`src/hw/rtl/mctr_pkg.sv`:
```
`timescale 1ns / 1ps
// ----------------------------------------------------------------------------
// Multicolour text cell renderer package
// Shared types, codes and store sizes for the character cell renderer.
// ----------------------------------------------------------------------------
package mctr_pkg;

  localparam int unsigned COLUMNS     = 40;
  localparam int unsigned ROWS        = 25;
  localparam int unsigned CellDepth   = 1024;
  localparam int unsigned GlyphDepth  = 2048;
  localparam int unsigned CellLimit   = (COLUMNS * ROWS < CellDepth) ?
                                        COLUMNS * ROWS : CellDepth;
  localparam int unsigned CellAddrW   = $clog2(CellDepth);
  localparam int unsigned GlyphAddrW  = $clog2(GlyphDepth);

  typedef enum logic [1:0] {
    OP_WR_CODE  = 2'd0,
    OP_WR_COLOR = 2'd1,
    OP_WR_GLYPH = 2'd2,
    OP_RENDER   = 2'd3
  } opcode_e;

  typedef enum logic [2:0] {
    CFG_BACKGROUND = 3'd0,
    CFG_MC_ONE     = 3'd1,
    CFG_MC_TWO     = 3'd2,
    CFG_BACK_ALPHA = 3'd3,
    CFG_FRONT_ALPHA = 3'd4
  } cfg_reg_e;

  typedef enum logic [1:0] {
    PAIR_BACK = 2'b00,
    PAIR_MC1  = 2'b01,
    PAIR_MC2  = 2'b10,
    PAIR_CELL = 2'b11
  } pair_e;

  typedef struct packed {
    logic [1:0]  opcode;
    logic [10:0] address;
    logic [7:0]  data;
    logic [2:0]  glyph_line;
  } in_item_t;

  typedef struct packed {
    logic [31:0] pixel_colors;
    logic [63:0] pixel_alpha;
    logic        is_multicolor;
  } out_item_t;

  typedef struct packed {
    logic [3:0] background_color;
    logic [3:0] multicolor_one;
    logic [3:0] multicolor_two;
    logic [7:0] back_alpha;
    logic [7:0] front_alpha;
  } cfg_t;

  typedef struct packed {
    logic       render;
    logic [3:0] cell_color;
    logic [7:0] glyph_bits;
  } stage2_t;

endpackage

```
`src/hw/rtl/mctr_shade.sv`:
```
`timescale 1ns / 1ps
// ----------------------------------------------------------------------------
// Pixel shading stage
// Turns one glyph line and cell colour into eight palette indices and alphas.
// ----------------------------------------------------------------------------
module mctr_shade (
  input  logic                clk_i,
  input  logic                rst_ni,
  input  logic                adv3_i,
  input  logic                v2_i,
  input  mctr_pkg::stage2_t   s2_i,
  input  mctr_pkg::cfg_t      cfg_i,
  output logic                out_valid_o,
  output mctr_pkg::out_item_t out_item_o
);
  import mctr_pkg::*;

  logic      multi;
  out_item_t res_d;
  out_item_t res_q;
  logic      valid_q;
  logic [1:0] pair;
  logic [3:0] idx;
  logic [7:0] alpha;

  assign multi = s2_i.cell_color[3];

  always_comb begin
    res_d = '0;
    pair  = PAIR_BACK;
    idx   = '0;
    alpha = '0;
    for (int p = 0; p < 8; p++) begin
      if (multi) begin
        pair = s2_i.glyph_bits[(7 - 2 * (p / 2)) -: 2];
        case (pair)
          PAIR_BACK: begin
            idx   = cfg_i.background_color;
            alpha = cfg_i.back_alpha;
          end
          PAIR_MC1: begin
            idx   = cfg_i.multicolor_one;
            alpha = cfg_i.front_alpha;
          end
          PAIR_MC2: begin
            idx   = cfg_i.multicolor_two;
            alpha = cfg_i.front_alpha;
          end
          default: begin
            idx   = {1'b0, s2_i.cell_color[2:0]};
            alpha = cfg_i.front_alpha;
          end
        endcase
      end else begin
        idx   = s2_i.glyph_bits[7 - p] ? s2_i.cell_color : cfg_i.background_color;
        alpha = 8'hFF;
      end
      res_d.pixel_colors[(31 - 4 * p) -: 4] = idx;
      res_d.pixel_alpha[(63 - 8 * p) -: 8]  = alpha;
    end
    res_d.is_multicolor = multi;
  end

  always_ff @(posedge clk_i or negedge rst_ni) begin
    if (!rst_ni) begin
      valid_q <= 1'b0;
    end else if (adv3_i) begin
      valid_q <= v2_i && s2_i.render;
    end
  end

  always_ff @(posedge clk_i) begin
    if (adv3_i) begin
      res_q <= res_d;
    end
  end

  assign out_valid_o = valid_q;
  assign out_item_o  = res_q;

  a_hires_opaque: assert property (@(posedge clk_i) disable iff (!rst_ni)
    (valid_q && !res_q.is_multicolor) |-> (res_q.pixel_alpha == 64'hFFFF_FFFF_FFFF_FFFF))
    else $error("hires result with non-opaque pixel");

  a_result_from_stage2: assert property (@(posedge clk_i) disable iff (!rst_ni)
    $rose(valid_q) |-> $past(v2_i && s2_i.render))
    else $error("result without a render beat behind it");

endmodule

```
`config.mk`:
```
export PLATFORM = sky130hd
export DESIGN_NAME = mctr_shade
export DESIGN_NICKNAME = d
export VERILOG_FILES = /design/src/hw/rtl/mctr_pkg.sv /design/src/hw/rtl/mctr_shade.sv
export SDC_FILE = /design/constraint.sdc
export NUM_CORES = 1
export LEC_CHECK = 0
export ABC_AREA = 1
export BUFFER_PORTS_ARGS = -buffer_cell sky130_fd_sc_hd__buf_4
export CAP_MARGIN = 20
export CORE_UTILIZATION = 30
export CTS_CLUSTER_DIAMETER = 50
export DETAILED_ROUTE_END_ITERATION = 12
export GPL_TIMING_DRIVEN = 0
export PLACE_DENSITY_LB_ADDON = 0.25
export SLEW_MARGIN = 20
export SYNTH_ARGS = -nofsm -noshare
export SYNTH_HDL_FRONTEND = slang
export SYNTH_SLANG_ARGS = --single-unit
```
`constraint.sdc`:
```
create_clock -name clk_i -period 1.31 [get_ports clk_i]
set_clock_uncertainty 0.15 [all_clocks]
set_input_delay 0.0655 -clock clk_i [delete_from_list [all_inputs] [get_ports clk_i]]
set_output_delay 0.0655 -clock clk_i [all_outputs]
set_load 0.05 [all_outputs]
```
==> Yosys cells after proc, flatten, opt, wreduce, memory -nomap -nowiden <==
Index checks and enable logic that the tools add are counted.
{ "word_totals": {"ff_bits": 98, "in_bits": 45, "out_inout_bits": 98} }
{ "op_classes": {"eq_ne": 8, "muxes": 28, "n_reduce_logical": 5} }
{ "ops": {"columns": ["op", "n"], "rows": [
  ["$mux W4", 16],
  ["$mux W8", 8],
  ["$pmux W4 S3", 4],
  ["$eq A2 B1 Y1 const B", 4],
  ["$eq A2 B2 Y1 const B", 4],
  ["$logic_not A2 Y1", 4],
  ["$logic_and A1 B1 Y1", 1]
]} }

==> Logic depth before layout (Yosys ltp) <==
{ "depth": {"word_depth": 3, "depth_mapped": 7} }

==> Least setup slack after synthesis <==
Ideal clock, no wire load.
{ "synth_timing": {"kind": "flip-flop to output port", "start": "register res_q (netlist bit out_item_o[10])", "end": "output out_item_o[10] in the netlist's numbering", "arrival_time_ps": 904, "slack_ps": 191, "path_stages_with_launch": 2, "n_path_buf": 1, "path_cell_list": "edfxtp_1 buf_4"} }
{ "synth_rtl": {"columns": ["element", "line", "text"], "rows": [
  ["start, declared", "mctr_shade.sv:20", "out_item_t res_q;"],
  ["start signal, assigned", "mctr_shade.sv:74", "res_q <= res_d;"],
  ["end, declared", "mctr_shade.sv:14", "output mctr_pkg::out_item_t out_item_o"]
]} }
No word-level cell between the ends.

==> Worst setup path after layout <==
{ "layout_timing": {"start": "register res_q (netlist bit out_item_o[29])", "end": "output out_item_o[29] in the netlist's numbering"} }
No word-level cell between the ends.

==> run_results.csv <==
group,metric,value,unit
clock_tree,cts.sinks,66,
final_layout,num_antenna_cells,0,
routing,postRouteAntennaNets,0,
routing,via_per_inst,4.59,
synth,synth.avg_cell_area,8.12,um2
synth,synth_cell_types,18,
power,p_leak,2.67,nW
synth,synth_warnings,0,
global_route,antenna_found_initial,0,
floorplanning,rows,40,
worst_setup_path,cp-end-kind,"output port",
routing,drt_iter0_markers,189,
final_layout,seqCellArea,1980,um2
placed_design,post-dp-hpwl,8120,um
hold_path,hp-class,"primary input to flop",
sta,min_period,1.28,ns
sta,timing.final.crit_share,0.978,
synth,ys_seq_area_frac,0.526,
clock_tree,clkLatencyLatePin,0.32,ns
routing,drc,0,
clock_tree,cts_buffers,9,
floorplanning,dieArea,13000,um2
final_layout,fin_cells,810,
sta,finalSetupTns,0,ns
synth,ys_seq_elements,66,
run_status,outcome,"finished, final reports clean",
clock_tree,path_clk_slew,0.05,ns
synth,synth_common_cells,"203 x nand2_1, 65 x edfxtp_1, 65 x nand3_1",
placed_design,place_area,5030,um2
synth,yosys.area.top_type,"edfxtp_1",
placed_design,routabilityCongestion,0.896,
global_route,grt_pass1_wl,17500,um
final_layout,fin_util,0.460,
clock_tree,cts_root_buf,"clkbuf_16",
worst_setup_path,crit_path_start_kind,"flop",
sta,worstMarginPinSlew,0.838,ns
sta,hold_slack,0.00753,ns
floorplanning,core-area,12100,um2
sta,maxSlewHeadroom,0.442,
worst_setup_path,startpoint,"out_item_o[29]",
synth,synth_area_leaders,"edfxtp_1 52%, nand2_1 20%, nand3_1 8.7%",
synth,synth_top_area_frac,0.519,
placed_design,placed_cells,772,
routing,wirelength,11300,um
clock_tree,htreeDepth,3,
clock_tree,cts_buffer_depth,2,
final_layout,stdcell_area,5570,um2
synth,synthArstFlopShare,0.0152,
synth,syn_nets,508,
floorplanning,dieHeight,114,um
worst_setup_path,required,1.09,ns
synth,synth_most_common_cell,"nand2_1",
global_route,grt_max_degree,68,
global_route,grt_pass1_vias,3569,
worst_setup_path,path_max_fanout,2,
floorplanning,start_util,0.310,
power,p_per_area,1350,nW/um2
synth,synth_edf_count,65,
final_layout,area_growth,48.2,%
global_route,grt_overflow,0,
sta,hold_viol_final,0,
final_layout,multi_input_area,1350,um2
floorplanning,io_pins,143,
final_layout,fill_cells,1199,
sta,final-setup-viol-count,0,
routing,drt-pass1-iter-count,5,
worst_setup_path,path_class,"flop to output port",
floorplanning,die_w,114,um
worst_setup_path,cp.arrival,1.07,ns
power,ir_worst_vdd,517,uV
placed_design,io_buffers,141,
routing,via_count,3719,
global_route,grt_usage,0.176,
sta,rsz0062_at_grt,"no",
routing,wl_per_cell,14.0,um
final_layout,drive_above_1_share,0.338,
worst_setup_path,r2r_start,"out_valid_o",
flow_run,cap_violations,0,
synth,synth-main-ff-cell,"edfxtp_1",
sta,clock.fmax,780,MHz
synth,synth_cells,463,
synth,synthesis.area,3760,um2
hold_path,min_from,"cfg_i[25]",
clock_tree,cts_tree,"built",
sta,slew_viol_final,0,
final_layout,nets,682,
-- through the flow --
step / total power, W / setup slack (ns)
after floorplan: 0.00421 / 0.191
after global placement: 0.00496 / -0.273
after detailed placement: 0.00498 / -0.288
after CTS: 0.00757 / 0.0121
after global routing: 0.00780 / 0.00333
final: 0.00753 / 0.0285
-- path summary, 6_finish.rpt --
kind	cells after the start	endpoint	slack, ns
setup / recovery	2	out_item_o[29]	0.03
max in group asynchronous	3	out_valid_o	0.47
min in group asynchronous	3	out_valid_o	0.44
setup reg to reg	2	out_valid_o	0.50
hold reg to reg	2	out_valid_o	0.40
hold / removal	5	out_item_o[66]	0.008
-- layer usage --
| layer | GRT usage | vias to the layer above | wire length [um] |
|---|---|---|---|
| met5 | 0 | - | 0 |
| met2 | 0.316 | 180 | 5540 |
| met4 | 0.0736 | 0 | 176 |
| li1 | - | 1840 | - |
| met1 | 0.210 | 1681 | 4760 |
| met3 | 0.0282 | 18 | 831 |
-- worst max-delay path, cell delays in order, from the launching register on --
cell and delay (ns):
edfxtp_1 0.41, buf_4 0.15, buf_4 0.18
-- timing repair --
action,CTS,global route
hold endpoints to repair,36,0
endpoints found under the setup margin,0,1
resized for setup,0,1
hold buffers,22,0
setup buffers,0,0
-- cells in the final DEF (no fill, tap or decap), types with 6 or more instances in the layout --
cell / synthesis / routed
edfxtp_1: 65 / 65
o21ai_0: 13 / 13
inv_2: 14 / 14
dlygate4sd3_1: 0 / 22
buf_4: 33 / 173
nand2_1: 203 / 203
buf_2: 11 / 11
a21oi_1: 14 / 14
nor2_1: 6 / 6
inv_1: 10 / 10
o21ai_1: 10 / 10
clkbuf_16: 0 / 9
nand3_1: 65 / 65
-- power by group --
group / internal [W] / switching, W / leakage, nW
Sequential: 0.00257 / 0.0000813 / 0.651
Clock: 0.00168 / 0.000866 / 0.156
Combinational: 0.000738 / 0.00160 / 1.86
Total: 0.00499 / 0.00255 / 2.67
-- cell families (layout without fill, tap and decap cells) --
| logic type | after synthesis | in the layout | synth area share |
|---|---|---|---|
| and+or+nand+nor | 278 | 278 | 0.303 |
| AOI/OAI and AO/OA | 40 | 40 | 0.0553 |
| buffers and inverters | 79 | 258 | 0.116 |
| DFF | 66 | 66 | 0.526 |
-- registers in the layout, summed over array words and instances, names as in the netlist --
signal	cells
out_item_o	65
out_valid_o	1
-- layout make-up --
cell class	instances	share of cell area
clock buffers	15	0.0517
repair buffers	163	0.230
well taps	168	0.0377
inverters	29	0.0195
flip-flops and latches	66	0.355
clock inverters	1	0.00539
multi-input cells	318	0.242
plain buffers	50	0.0584
No activity file was read; power rests on OpenSTA's default activity.
